<file path="src/fpmq_pkg.sv">
// Shared types, constants and helpers for the frame position map queue.
// No dependencies; used by fpmq_cell, frame_position_map_queue_unit and fpmq_checker.
package fpmq_pkg;

   localparam int MAX_SEGMENTS = 32;
   localparam int FRAME_BITS   = 48;
   localparam int IDX_BITS     = $clog2(MAX_SEGMENTS);
   localparam int CNT_BITS     = $clog2(MAX_SEGMENTS + 1);
   localparam int LEN_BITS     = 22;
   localparam int RUN_BITS     = 16;
   localparam int RATIO_BITS   = 24;
   localparam int BACKLOG_BITS = 20;
   localparam int SUM_BITS     = LEN_BITS + 1;
   localparam int PROD_BITS    = SUM_BITS + RATIO_BITS;
   localparam int TOTAL_BITS   = LEN_BITS + CNT_BITS;
   localparam int DIST_BITS    = 31;
   localparam int SCALE_SHIFT  = 16;
   localparam int ROUND_HALF   = 32768;

   localparam logic [BACKLOG_BITS-1:0] BACKLOG_RESET = BACKLOG_BITS'(100000);
   localparam logic [DIST_BITS-1:0]    FAR_LIMIT     = '1;

   localparam logic [1:0] OP_INSERT = 2'd0;
   localparam logic [1:0] OP_SEARCH = 2'd1;
   localparam logic [1:0] OP_CLEAR  = 2'd2;

   localparam logic [1:0] CELL_HOLD = 2'd0;
   localparam logic [1:0] CELL_UP   = 2'd1;   // take from lower neighbor
   localparam logic [1:0] CELL_DOWN = 2'd2;   // take from upper neighbor
   localparam logic [1:0] CELL_LEN  = 2'd3;   // rewrite length only

   typedef struct packed {
      logic [FRAME_BITS-1:0] src;
      logic [FRAME_BITS-1:0] dst;
      logic [LEN_BITS-1:0]   len;
      logic [RATIO_BITS-1:0] ratio;
   } seg_type;

   typedef struct packed {
      logic [1:0]          mode;
      logic [LEN_BITS-1:0] new_len;
   } cell_ctl_type;

   // round(p / 65536), half up
   function automatic logic [FRAME_BITS-1:0] scale_round(input logic [PROD_BITS-1:0] p);
      logic [PROD_BITS:0] t;
      t = {1'b0, p} + (PROD_BITS + 1)'(ROUND_HALF);
      return FRAME_BITS'(t >> SCALE_SHIFT);
   endfunction

   // shorter way round the frame ring
   function automatic logic [FRAME_BITS-1:0] ring_dist(input logic [FRAME_BITS-1:0] x);
      logic [FRAME_BITS-1:0] n;
      n = -x;
      return (x < n) ? x : n;
   endfunction

endpackage

</file>
<file path="src/fpmq_cell.sv">
// One segment cell of the frame position map ring.
// Depends on fpmq_pkg.
module fpmq_cell import fpmq_pkg::*; (
   input  logic         clock,
   input  cell_ctl_type ctl,
   input  seg_type      from_lo,
   input  seg_type      from_hi,
   output seg_type      seg
);

   seg_type seg_ff;
   seg_type seg_in;

   always_comb begin
      seg_in = seg_ff;
      case (ctl.mode)
         CELL_HOLD: seg_in = seg_ff;
         CELL_UP:   seg_in = from_lo;
         CELL_DOWN: seg_in = from_hi;
         CELL_LEN:  seg_in.len = ctl.new_len;
         default:   seg_in = seg_ff;
      endcase
   end

   always_ff @(posedge clock) begin
      seg_ff <= seg_in;
   end

   assign seg = seg_ff;

endmodule

</file>
<file path="config.mk">
export PLATFORM = sky130hd
export DESIGN_NAME = fpmq_cell
export DESIGN_NICKNAME = d
export VERILOG_FILES = /design/src/fpmq_pkg.sv /design/src/fpmq_cell.sv
export SDC_FILE = /design/constraint.sdc
export NUM_CORES = 1
export LEC_CHECK = 0
export BUFFER_PORTS_ARGS = -buffer_cell sky130_fd_sc_hd__buf_2
export CAP_MARGIN = 0
export CORE_AREA = 2 2 176 178
export DETAILED_ROUTE_END_ITERATION = 6
export DIE_AREA = 0 0 178 180
export PLACE_DENSITY = 0.51
export SLEW_MARGIN = 20
export SYNTH_ARGS = -nofsm -noshare
export SYNTH_HDL_FRONTEND = slang
export SYNTH_SLANG_ARGS = --single-unit
</file>
<file path="constraint.sdc">
create_clock -name clock -period 10.2 [get_ports clock]
set_input_delay 0.51 -clock clock [delete_from_list [all_inputs] [get_ports clock]]
set_output_delay 0.51 -clock clock [all_outputs]
set_load 0.03 [all_outputs]
</file>
==> flow_metrics.tcl <==
set metrics [dict create \
    fmax_mhz 428 \
    ys_ff_latch 142 \
    wl_per_cell_um 16.6 \
    timing.final.ws_setup_ns 7.87 \
    hp-class "input pin to flop" \
    via_count 5094 \
    rows 64 \
    fp.dieH_um 180 \
    syn_inst 407 \
    hold_viol 0 \
    dr.pass1.iters 4 \
    grt_usage_pct 12.4 \
    grt_max_degree 81 \
    clock_sinks 142 \
    grt_first_pass_wirelength_mm 29.4 \
    final_max_slew_viol_count 0 \
    utilization_pct 32.2 \
    gp_congestion 0.755 \
    cts_tree "done" \
    synth_cell_types 14 \
    slew_headroom_pct 37.5 \
    required_ns 10.24 \
    final_nets 1166 \
    pre_cts_ws_ns 7.32 \
    clockRootBuffer "clkbuf_16" \
    drive_gt1_share_pct 69.6 \
    ctsResizeCount 0 \
    cpPeakStageDelay_ns 0.78 \
    min_from "from_lo[6]" \
    initial_core_util_pct 21.8 \
    dieArea_um2 32000 \
    ys_seq_area_share_pct 64.7 \
    numCtsBuffers 17 \
    die_w_um 178 \
    p_leak_nw 4.15 \
    path_cells "buf_2 -> inv_1 -> ha_4 -> buf_4" \
    drcViolationCount 0 \
    grt_pass1_vias 5145 \
    fin_crit_ns 2.33 \
    setup_viol 0 \
    antenna_found_initial 0 \
    initialDrtViolationCount 173 \
    io_pins 451 \
    clockBufferDepth 2 \
    status "finished clean" \
    crit_path_start_kind "input pin" \
    rsz0062_at_grt "no" \
    htree_levels 4 \
    core_um2 30200 \
    synth_top_cell_by_area "edfxtp_1" \
    syn_area_um2 6590 \
    finalSetupTns_ns 0 \
    peakVddDrop_v 0.0000877 \
    slowest_stage "ha_4" \
    viasPerCell 4.04 \
    finalHoldWorstSlack_ns 0.396 \
    totalWireLength_mm 20.9 \
    yosysWarnings 0 \
    ant_nets 0 \
    area_delta_synth_final_pct 47.5 \
    hold_depth 2 \
    synth.avg_cell_area_um2 16.2 \
    largest_reg_flops 142 \
    end_kind "flop" \
    synth_area_leaders "edfxtp_1, mux2_2, a32oi_1" \
    cp_data_arrival_time_ns 2.37 \
    cts_setup_buffers 0 \
    clk_pin_slew_ns 0.06 \
    diodes 0 \
    gr-total-overflow 0 \
    port_buffers 450 \
    power_density_nw_per_um2 186 \
    worst_pin_slew_ns 0.937 \
    p_total_mw 1.81 \
    post-dp-hpwl_mm 16.0 \
    fin_crit_sh_pct 22.9 \
    cts_hold_buf 0 \
    crit_type "input pin to flop" \
    nFillCells 3100 \
    yosysTopAreaCellShare_pct 64.7 \
    maxCapViolations 0 \
    crit_fanout 61 \
    syn_nets 720 \
    whs_endpoint "seg[6]" \
]
-- critical path: cells and delay by family --
| kind | cells | cell delay [ns] |
|---|---|---|
| buffers and inverters | 3 | 0.97 |
| adder cells (fa/ha/maj) | 1 | 0.78 |
-- placed cells by master, fill, tap and decap left out --
master     synthesis  final
buf_2              5    450
clkinv_1           0      2
clkbuf_1           4      3
inv_6              0      1
a32oi_1           22     22
nor2b_1           22     22
ha_1               4      2
bufinv_16          0      3
clkbuf_16          0     17
nand3_1           22     22
nand2b_1          22     22
ha_4               0      2
nand2_1           22     22
mux2_2           120    120
inv_1              4      4
clkinv_4           0      2
edfxtp_1         142    142
clkinv_2           0      4
buf_4              1      4
-- how the worst max path moves through the flow --
stage	startpoint	endpoint	cells past startpoint
2_1_floorplan	ctl[22]	seg[0]	2
3_3_place_gp	ctl[22]	seg[50]	4
3_5_place_dp	ctl[22]	seg[87]	4
4_1_cts	ctl[22]	seg[47]	4
5_1_grt	ctl[22]	seg[53]	4
6_report	ctl[22]	seg[80]	4
-- cells in the mapped netlist (all sizes together) --
library cell,instances
nand3,22
ha,4
inv,4
nand2,22
nor2b,22
clkbuf,9
edfxtp,142
buf,18
mux2,120
nand2b,22
a32oi,22
-- per-stage QoR --
step | instances | cell area (um2)
3_5_place_dp | 1230 | 9140
6_report | 1262 | 9720
2_1_floorplan | 407 | 6590
5_1_grt | 1262 | 9720
4_1_cts | 1262 | 9720
3_3_place_gp | 1230 | 9140
-- final cells by class --
type                       instances  area [um2]  share of cell area (%)
clock inverter                    12         144                    1.48
multi-input combinational        234        2090                    21.5
inverter                           4        15.0                   0.154
clock buffer                      20         437                    4.49
timing repair buffer             454        2280                    23.5
tap                              396         495                    5.10
sequential                       142        4260                    43.8
-- layer usage --
metal | global-route usage (%) | vias to the layer above | routed length, um
met5 | 0 | - | 0
met4 | 4.23 | 0 | 308
met3 | 4.15 | 14 | 1910
met2 | 22.5 | 257 | 10800
met1 | 13.3 | 2366 | 7910
li1 | - | 2457 | -
-- cells by family (layout without fill, tap and decap cells) --
group | Yosys count | after routing | synth area share (%)
flops | 142 | 142 | 64.7
compound gates | 22 | 22 | 2.92
simple gates | 88 | 88 | 7.10
fa+ha+maj | 4 | 4 | 0.759
buf+inv | 31 | 490 | 4.04
mux | 120 | 120 | 20.5
-- power breakdown --
part           internal [mW]  leakage [nW]  switching (mW)  total (mW)
clock                  0.383         0.287           0.245       0.628
combinational          0.141          2.46           0.280       0.421
sequential             0.741          1.40          0.0189       0.760
No activity file was read; power rests on OpenSTA's default activity.
